## config.mk

```make
export PLATFORM = sky130hd
export DESIGN_NAME = length_prefixed_nal_keyframe_detector_top
export DESIGN_NICKNAME = d
export VERILOG_FILES = /design/src/rtl/lpnk_pkg.sv /design/src/rtl/lpnk_scan.sv /design/src/rtl/length_prefixed_nal_keyframe_detector_top.sv
export VERILOG_INCLUDE_DIRS = /design/src /design/src/rtl
export SDC_FILE = /design/constraint.sdc
export NUM_CORES = 1
export LEC_CHECK = 0
export ABC_AREA = 1
export BUFFER_PORTS_ARGS = -buffer_cell sky130_fd_sc_hd__buf_2
export CORE_MARGIN = 5
export CORE_UTILIZATION = 46
export CTS_CLUSTER_DIAMETER = 60
export DETAILED_ROUTE_END_ITERATION = 6
export GPL_TIMING_DRIVEN = 0
export PLACE_DENSITY_LB_ADDON = 0.08
export SLEW_MARGIN = 10
export SYNTH_ARGS = -nofsm -noshare
export SYNTH_HDL_FRONTEND = slang
export SYNTH_HIERARCHICAL = 1
export SYNTH_SLANG_ARGS = --single-unit
```

## constraint.sdc

```tcl
create_clock -name aclk -period 2.9 [get_ports aclk]
set_input_delay 0.435 -clock aclk [delete_from_list [all_inputs] [get_ports aclk]]
set_output_delay 0.435 -clock aclk [all_outputs]
set_load 0.05 [all_outputs]
```

## src/rtl/length_prefixed_nal_keyframe_detector_top_macros.svh

```systemverilog
// Assertion helpers used by the RTL module lpnk_scan.
`ifndef LENGTH_PREFIXED_NAL_KEYFRAME_DETECTOR_TOP_MACROS_SVH
`define LENGTH_PREFIXED_NAL_KEYFRAME_DETECTOR_TOP_MACROS_SVH

// Same-cycle implication, disabled while reset is low.
`define LPNK_ASSERT_IMP(name, clk, rstn, ante, cons) \
    name: assert property (@(posedge clk) disable iff (!(rstn)) (ante) |-> (cons)) \
        else $error("lpnk assertion failed");

// Next-cycle implication, disabled while reset is low.
`define LPNK_ASSERT_NXT(name, clk, rstn, ante, cons) \
    name: assert property (@(posedge clk) disable iff (!(rstn)) (ante) |=> (cons)) \
        else $error("lpnk assertion failed");

`endif

```

## src/rtl/lpnk_pkg.sv

```systemverilog
`timescale 1ns / 1ps

package lpnk_pkg;

    localparam logic [7:0] H264_TYPE_MASK  = 8'h1F;
    localparam logic [7:0] HEVC_TYPE_MASK  = 8'h7E;
    localparam logic [7:0] BYTE_MASK       = 8'hFF;
    localparam logic [4:0] H264_IDR        = 5'd5;
    localparam logic [5:0] HEVC_IRAP_FIRST = 6'd16;
    localparam logic [5:0] HEVC_IRAP_LAST  = 6'd21;

    // Configuration register indexes.
    localparam logic CFG_SCAN_NAL_UNITS = 1'b0;
    localparam logic CFG_CODEC_IS_HEVC  = 1'b1;

    typedef struct packed {
        logic [7:0] data;
        logic       last;
        logic       key;
    } byte_item_t;

    // True when a NAL header byte marks an IDR (H.264) or IRAP (HEVC) unit.
    function automatic logic nal_is_irap(input logic [7:0] hdr, input logic hevc);
        logic [7:0] masked;
        logic [5:0] nal_type;
        begin
            if (hevc) begin
                masked   = (hdr & BYTE_MASK) & HEVC_TYPE_MASK;
                nal_type = masked[6:1];
                nal_is_irap = nal_type inside {[HEVC_IRAP_FIRST:HEVC_IRAP_LAST]};
            end else begin
                masked = hdr & H264_TYPE_MASK;
                nal_is_irap = (masked[4:0] == H264_IDR);
            end
        end
    endfunction

endpackage

```

## src/rtl/lpnk_scan.sv

```systemverilog
`timescale 1ns / 1ps

`include "length_prefixed_nal_keyframe_detector_top_macros.svh"

module lpnk_scan #(
    parameter int OFFSET_BITS = 31
) (
    input  logic                 aclk,
    input  logic                 aresetn,
    input  logic                 item_acc,
    input  lpnk_pkg::byte_item_t item,
    input  logic                 codec_is_hevc,
    output logic                 hit_now
);
    import lpnk_pkg::*;

    localparam int PW = OFFSET_BITS + 1;
    localparam int RW = OFFSET_BITS + 2;

    logic [PW-1:0]          pos_reg, pos_next;
    logic [OFFSET_BITS-1:0] start_reg, start_next;
    logic [31:0]            len_reg, len_next;
    logic                   match_reg, match_next;
    logic                   halt_reg, halt_next;

    logic [RW-1:0] rel;
    logic [RW-1:0] sum;
    logic          behind, active, rel_lt4, rel_eq4, ovf, hdr_hit;

    // The counter saturates well past any reachable unit start plus four,
    // so a saturated offset never meets a unit again.
    always_comb begin
        behind  = pos_reg < {1'b0, start_reg};
        rel     = {1'b0, pos_reg} - {2'b00, start_reg};
        rel_lt4 = !behind && (rel[RW-1:2] == '0);
        rel_eq4 = !behind && (rel == RW'(4));
        active  = !halt_reg && !match_reg;
        sum     = {2'b00, start_reg} + {2'b00, len_reg[OFFSET_BITS-1:0]} + RW'(4);
        ovf     = (len_reg[31:OFFSET_BITS] != '0) || (sum[RW-1:OFFSET_BITS] != '0);
        hdr_hit = nal_is_irap(item.data, codec_is_hevc);
        hit_now = match_reg || (active && rel_eq4 && hdr_hit);
    end

    always_comb begin
        pos_next   = pos_reg;
        start_next = start_reg;
        len_next   = len_reg;
        match_next = match_reg;
        halt_next  = halt_reg;
        if (item_acc) begin
            if (item.last) begin
                pos_next   = '0;
                start_next = '0;
                len_next   = '0;
                match_next = 1'b0;
                halt_next  = 1'b0;
            end else begin
                if (active && rel_lt4) begin
                    len_next = {len_reg[23:0], item.data};
                end else if (active && rel_eq4) begin
                    if (hdr_hit) begin
                        match_next = 1'b1;
                    end else if (ovf) begin
                        halt_next = 1'b1;
                    end else begin
                        start_next = sum[OFFSET_BITS-1:0];
                        len_next   = '0;
                    end
                end
                if (pos_reg != '1) begin
                    pos_next = pos_reg + PW'(1);
                end
            end
        end
    end

    always_ff @(posedge aclk) begin
        if (!aresetn) begin
            pos_reg   <= '0;
            start_reg <= '0;
            len_reg   <= '0;
            match_reg <= 1'b0;
            halt_reg  <= 1'b0;
        end else begin
            pos_reg   <= pos_next;
            start_reg <= start_next;
            len_reg   <= len_next;
            match_reg <= match_next;
            halt_reg  <= halt_next;
        end
    end

    `LPNK_ASSERT_NXT(a_clear_after_last, aclk, aresetn, item_acc && item.last, (pos_reg == '0) && !match_reg && !halt_reg && (len_reg == '0))
    `LPNK_ASSERT_IMP(a_match_halt_excl, aclk, aresetn, 1'b1, !(match_reg && halt_reg))
    `LPNK_ASSERT_NXT(a_len_idle_stable, aclk, aresetn, !item_acc, $stable(len_reg) && $stable(start_reg))

endmodule

```

## src/rtl/length_prefixed_nal_keyframe_detector_top.sv

```systemverilog
`timescale 1ns / 1ps

// Channel   Dir  Fields (tdata/tuser/tlast)              Transfer
// s_        in   tdata: data_byte; tlast: last_byte;      s_tvalid & s_tready
//                tuser: key_flag
// m_        out  tdata: is_key (bit 0)                    m_tvalid & m_tready
// cfg_      in   cfg_index selects register, cfg_wdata    cfg_wr_en
//
// One byte is taken every cycle unless a last byte stalls; the per-byte scan is one
// compare and add stage. A result is registered the cycle after the last byte is taken.
// While a result waits, bytes keep flowing; only a new last byte stalls until it drains.
// Reset (aresetn low, synchronous) clears the scan state and sets scan mode on, H.264.

module length_prefixed_nal_keyframe_detector_top #(
    parameter int OFFSET_BITS = 31
) (
    input  logic       aclk,
    input  logic       aresetn,
    input  logic       cfg_wr_en,
    input  logic       cfg_index,
    input  logic       cfg_wdata,
    input  logic       s_tvalid,
    output logic       s_tready,
    input  logic [7:0] s_tdata,   // [7:0] data_byte
    input  logic       s_tlast,   // last_byte
    input  logic       s_tuser,   // key_flag
    output logic       m_tvalid,
    input  logic       m_tready,
    output logic [7:0] m_tdata    // [0] is_key, [7:1] zero
);
    import lpnk_pkg::*;

    logic       scan_reg, hevc_reg;
    logic       m_valid_reg, m_valid_next;
    logic       is_key_reg, is_key_next;
    logic       s_acc, hit_now;
    byte_item_t item;

    always_comb begin
        item.data = s_tdata;
        item.last = s_tlast;
        item.key  = s_tuser;
    end

    // A byte without the last mark never needs the output slot.
    assign s_tready = !m_valid_reg || m_tready || !s_tlast;
    assign s_acc    = s_tvalid && s_tready;

    lpnk_scan #(
        .OFFSET_BITS(OFFSET_BITS)
    ) u_scan (
        .aclk          (aclk),
        .aresetn       (aresetn),
        .item_acc      (s_acc),
        .item          (item),
        .codec_is_hevc (hevc_reg),
        .hit_now       (hit_now)
    );

    always_comb begin
        m_valid_next = m_valid_reg;
        is_key_next  = is_key_reg;
        if (m_valid_reg && m_tready) begin
            m_valid_next = 1'b0;
        end
        if (s_acc && s_tlast) begin
            m_valid_next = 1'b1;
            is_key_next  = scan_reg ? hit_now : s_tuser;
        end
    end

    always_ff @(posedge aclk) begin
        if (!aresetn) begin
            scan_reg    <= 1'b1;
            hevc_reg    <= 1'b0;
            m_valid_reg <= 1'b0;
        end else begin
            m_valid_reg <= m_valid_next;
            if (cfg_wr_en) begin
                case (cfg_index)
                    CFG_SCAN_NAL_UNITS: scan_reg <= cfg_wdata;
                    CFG_CODEC_IS_HEVC:  hevc_reg <= cfg_wdata;
                    default: ;
                endcase
            end
        end
    end

    always_ff @(posedge aclk) begin
        is_key_reg <= is_key_next;
    end

    assign m_tvalid = m_valid_reg;
    assign m_tdata  = {7'd0, is_key_reg};

endmodule
```

==> impl_metrics.ini <==
[floorplan]
fp.dieW_um = 154
die_area_sq_mm = 0.0239
core_area_sq_mm = 0.0204
initial_utilization = 0.471
die_height_um = 154
row_count = 52
io_pins = 27

[global_routing]
grt_use_total = 0.247
grt_pass1_vias = 9787
grt-ovfl-total = 0
antenna_found_initial = 0
grt_start_max_net_pins = 20
grt_pass1_wl_mm = 47.7

[cts]
cts_root_buf = clkbuf_16
cts_buffers = 9
clk_latency_ns = 0.36
clock-sinks = 101
htreeDepth = 3
hold_buffers = 0
cts_tree = done
clkTransAtPathRegs_ns = 0.08
cts_buffer_depth = 2

[timing]
relSlewSlack = 0.519
min_period_ns = 3.08
finalHoldViolCount = 0
fin_crit_sh = 1.06
max_freq_mhz = 325
setup_ws_ns = -0.179
setup_violations = 63
grt_setup_unrepaired = yes
hold_slack_ns = 0.303
skew_ns = 0.00824
final_max_slew_viol_count = 0
final.setup.tns_ns = -8.02
worst_slew_pin_slew_ns = 0.721

[yosys]
synth-seq-cells = 101
ys_warn_count = 6
yosysTopAreaCellShare = 0.208
ys_top_cells_by_count = nand2_1, inv_1, nor2_1
synth-edff-count = 1
synthArstFlopShare = 0
synth.most_common_cell = nand2_1
synthTopCellsByArea = dfxtp_1, nand2_1, ha_1, inv_1, nor2_1
yosysTopAreaCell = dfxtp_1
yosys.cell_types.count = 42
avgSynthCellArea_sq_um = 5.82
syn_inst = 1649
ys.flop_type = dfxtp_1
seq_area_frac_synth = 0.212
synth_area_sq_mm = 0.00960

[route]
num_vias = 10496
drtIter0Drc = 782
avgViaCountPerCell = 5.25
final_antenna_net_count = 0
wl_per_cell_um = 15.8
dr.pass1.iters = 5
drc = 0
wl_mm = 31.6

[pwr]
irDropWorstVdd_v = 0.000305
power.internal_mw = 2.68
power.density_mw_per_mm2 = 341
power.total_mw = 4.28
p_sw_mw = 1.60
seq_power_share = 0.357
clkPwrFrac = 0.294
combPwrFrac = 0.349
switching_share = 0.374
p_leak_nw = 6.04

[placement]
portBuffers = 19
dp_hpwl_mm = 23.4
place_congestion = 0.992
placed_area_sq_mm = 0.0101
place_ws_ns = -0.814

[layout]
area_growth_pct = 30.8
seqCellArea_sq_mm = 0.00210
final_area_sq_mm = 0.0126
drive_above_1_share = 0.231
nets = 1838
num_antenna_cells = 0
n_fill_cell = 1945
multi_input_area_sq_mm = 0.00767

[worst_setup_path]
critPathLaunchType = flop
arrival_ns = 3.33
crit_fanout = 10
crit_path_end_kind = flop
path_class = reg2reg
cp.required_ns = 3.15

[job]
cap_viol_max_count = 0

[run_status]
status = complete, but fails checks
violations = setup timing

[min_path]
hp-class = in2reg
worst max-delay path: stages, from the launching register on:
cell     delay [ns]
dfxtp_4        0.37
ha_1           0.30
ha_1           0.37
nand2_1        0.14
o21ai_0        0.12
a21oi_2        0.22
o21ai_4        0.11
nand3_1        0.08
nand2_1        0.09
a21oi_2        0.17
nand2_2        0.12
o21ai_4        0.16
nand3_4        0.15
buf_12         0.21
buf_12         0.15
a21oi_2        0.14
nor2_1         0.06
area by class of cell:
| type | instances | area share |
|---|---|---|
| clock inverters | 6 | 0.00478 |
| repair buffers | 61 | 0.0507 |
| plain buffers | 45 | 0.0355 |
| flip-flops and latches | 101 | 0.167 |
| clock buffers | 10 | 0.0190 |
| multi-input cells | 1225 | 0.611 |
| well taps | 270 | 0.0269 |
| inverters | 283 | 0.0848 |
power by group through the flow:
stage               Combinational (mW)  Clock (mW)  Sequential (mW)
finish                            1.49        1.26             1.53
floorplan                        0.846           0             1.52
global placement                  1.10           0             1.55
detailed placement                1.10           0             1.55
CTS                               1.26        1.29             1.52
global route                      1.65        1.33             1.54
metal layers:
metal	track usage	share of wire	vias up
met4	0.117	0.048	0
li1	-	-	5397
met1	0.316	0.44	4749
met2	0.428	0.48	268
met3	0.0137	0.035	82
met5	0	0	-
per-stage QoR:
| step | util | instances |
|---|---|---|
| after global routing | 0.617 | 2001 |
| after CTS | 0.561 | 1980 |
| after detailed placement | 0.494 | 1944 |
| after global placement | 0.494 | 1944 |
| final | 0.617 | 2001 |
| after floorplan | - | 1655 |
final timing paths:
path / start / to / slack (ns) / cells after the start
setup / recovery: u_scan/start_reg[12]$_SDFFE_PN0P_ / u_scan/len_reg[10]$_SDFFE_PN0P_ / -0.18 / 16
hold / removal: aresetn / scan_reg$_SDFFE_PN1P_ / 0.30 / 2
setup reg to reg: u_scan/start_reg[12]$_SDFFE_PN0P_ / u_scan/len_reg[10]$_SDFFE_PN0P_ / -0.18 / 16
hold reg to reg: u_scan/halt_reg$_SDFFE_PN0P_ / u_scan/halt_reg$_SDFFE_PN0P_ / 0.48 / 2
logic make-up (layout without fill, tap and decap cells):
kind of cell	Yosys count	after routing	share of synthesized area
and+or+nand+nor	838	839	0.358
buffers and inverters	330	405	0.139
AOI/OAI and AO/OA	259	259	0.143
DFF	101	101	0.212
adders and majority gates	95	95	0.125
xor gates and xnor gates	25	25	0.0228
other	1	7	0.000391
what timing repair did:
action,CTS,global route
endpoints found under the setup margin,67,73
gates cloned,3,10
resized for setup,226,210
buffers inserted,19,11
pin swaps,36,56
placed cells by master (no fill, tap or decap), types with 6 or more instances in the layout:
cell type / synthesis / final
nor3_1: 31 / 25
dfxtp_1: 100 / 61
nand3_2: 3 / 21
nor2_1: 236 / 195
inv_1: 282 / 276
nand4_1: 18 / 18
dfxtp_2: 0 / 31
nand3_4: 0 / 9
buf_6: 7 / 10
a21o_1: 6 / 6
nor2_2: 2 / 32
nor2_4: 0 / 11
xnor2_1: 14 / 14
o21ai_0: 69 / 48
buf_12: 0 / 9
clkbuf_16: 0 / 18
nand3_1: 111 / 85
dfxtp_4: 0 / 8
buf_4: 8 / 33
conb_1: 1 / 7
a21oi_4: 0 / 17
inv_2: 1 / 6
o21ai_2: 1 / 11
ha_2: 0 / 8
xor2_1: 11 / 11
a21oi_1: 150 / 88
clkbuf_1: 18 / 10
nand2_1: 423 / 390
ha_1: 93 / 51
buf_2: 13 / 21
o21ai_1: 10 / 16
buf_8: 0 / 8
nand2_2: 1 / 33
a21oi_2: 1 / 46
ha_4: 0 / 34
(Power assumes the default switching activity.)
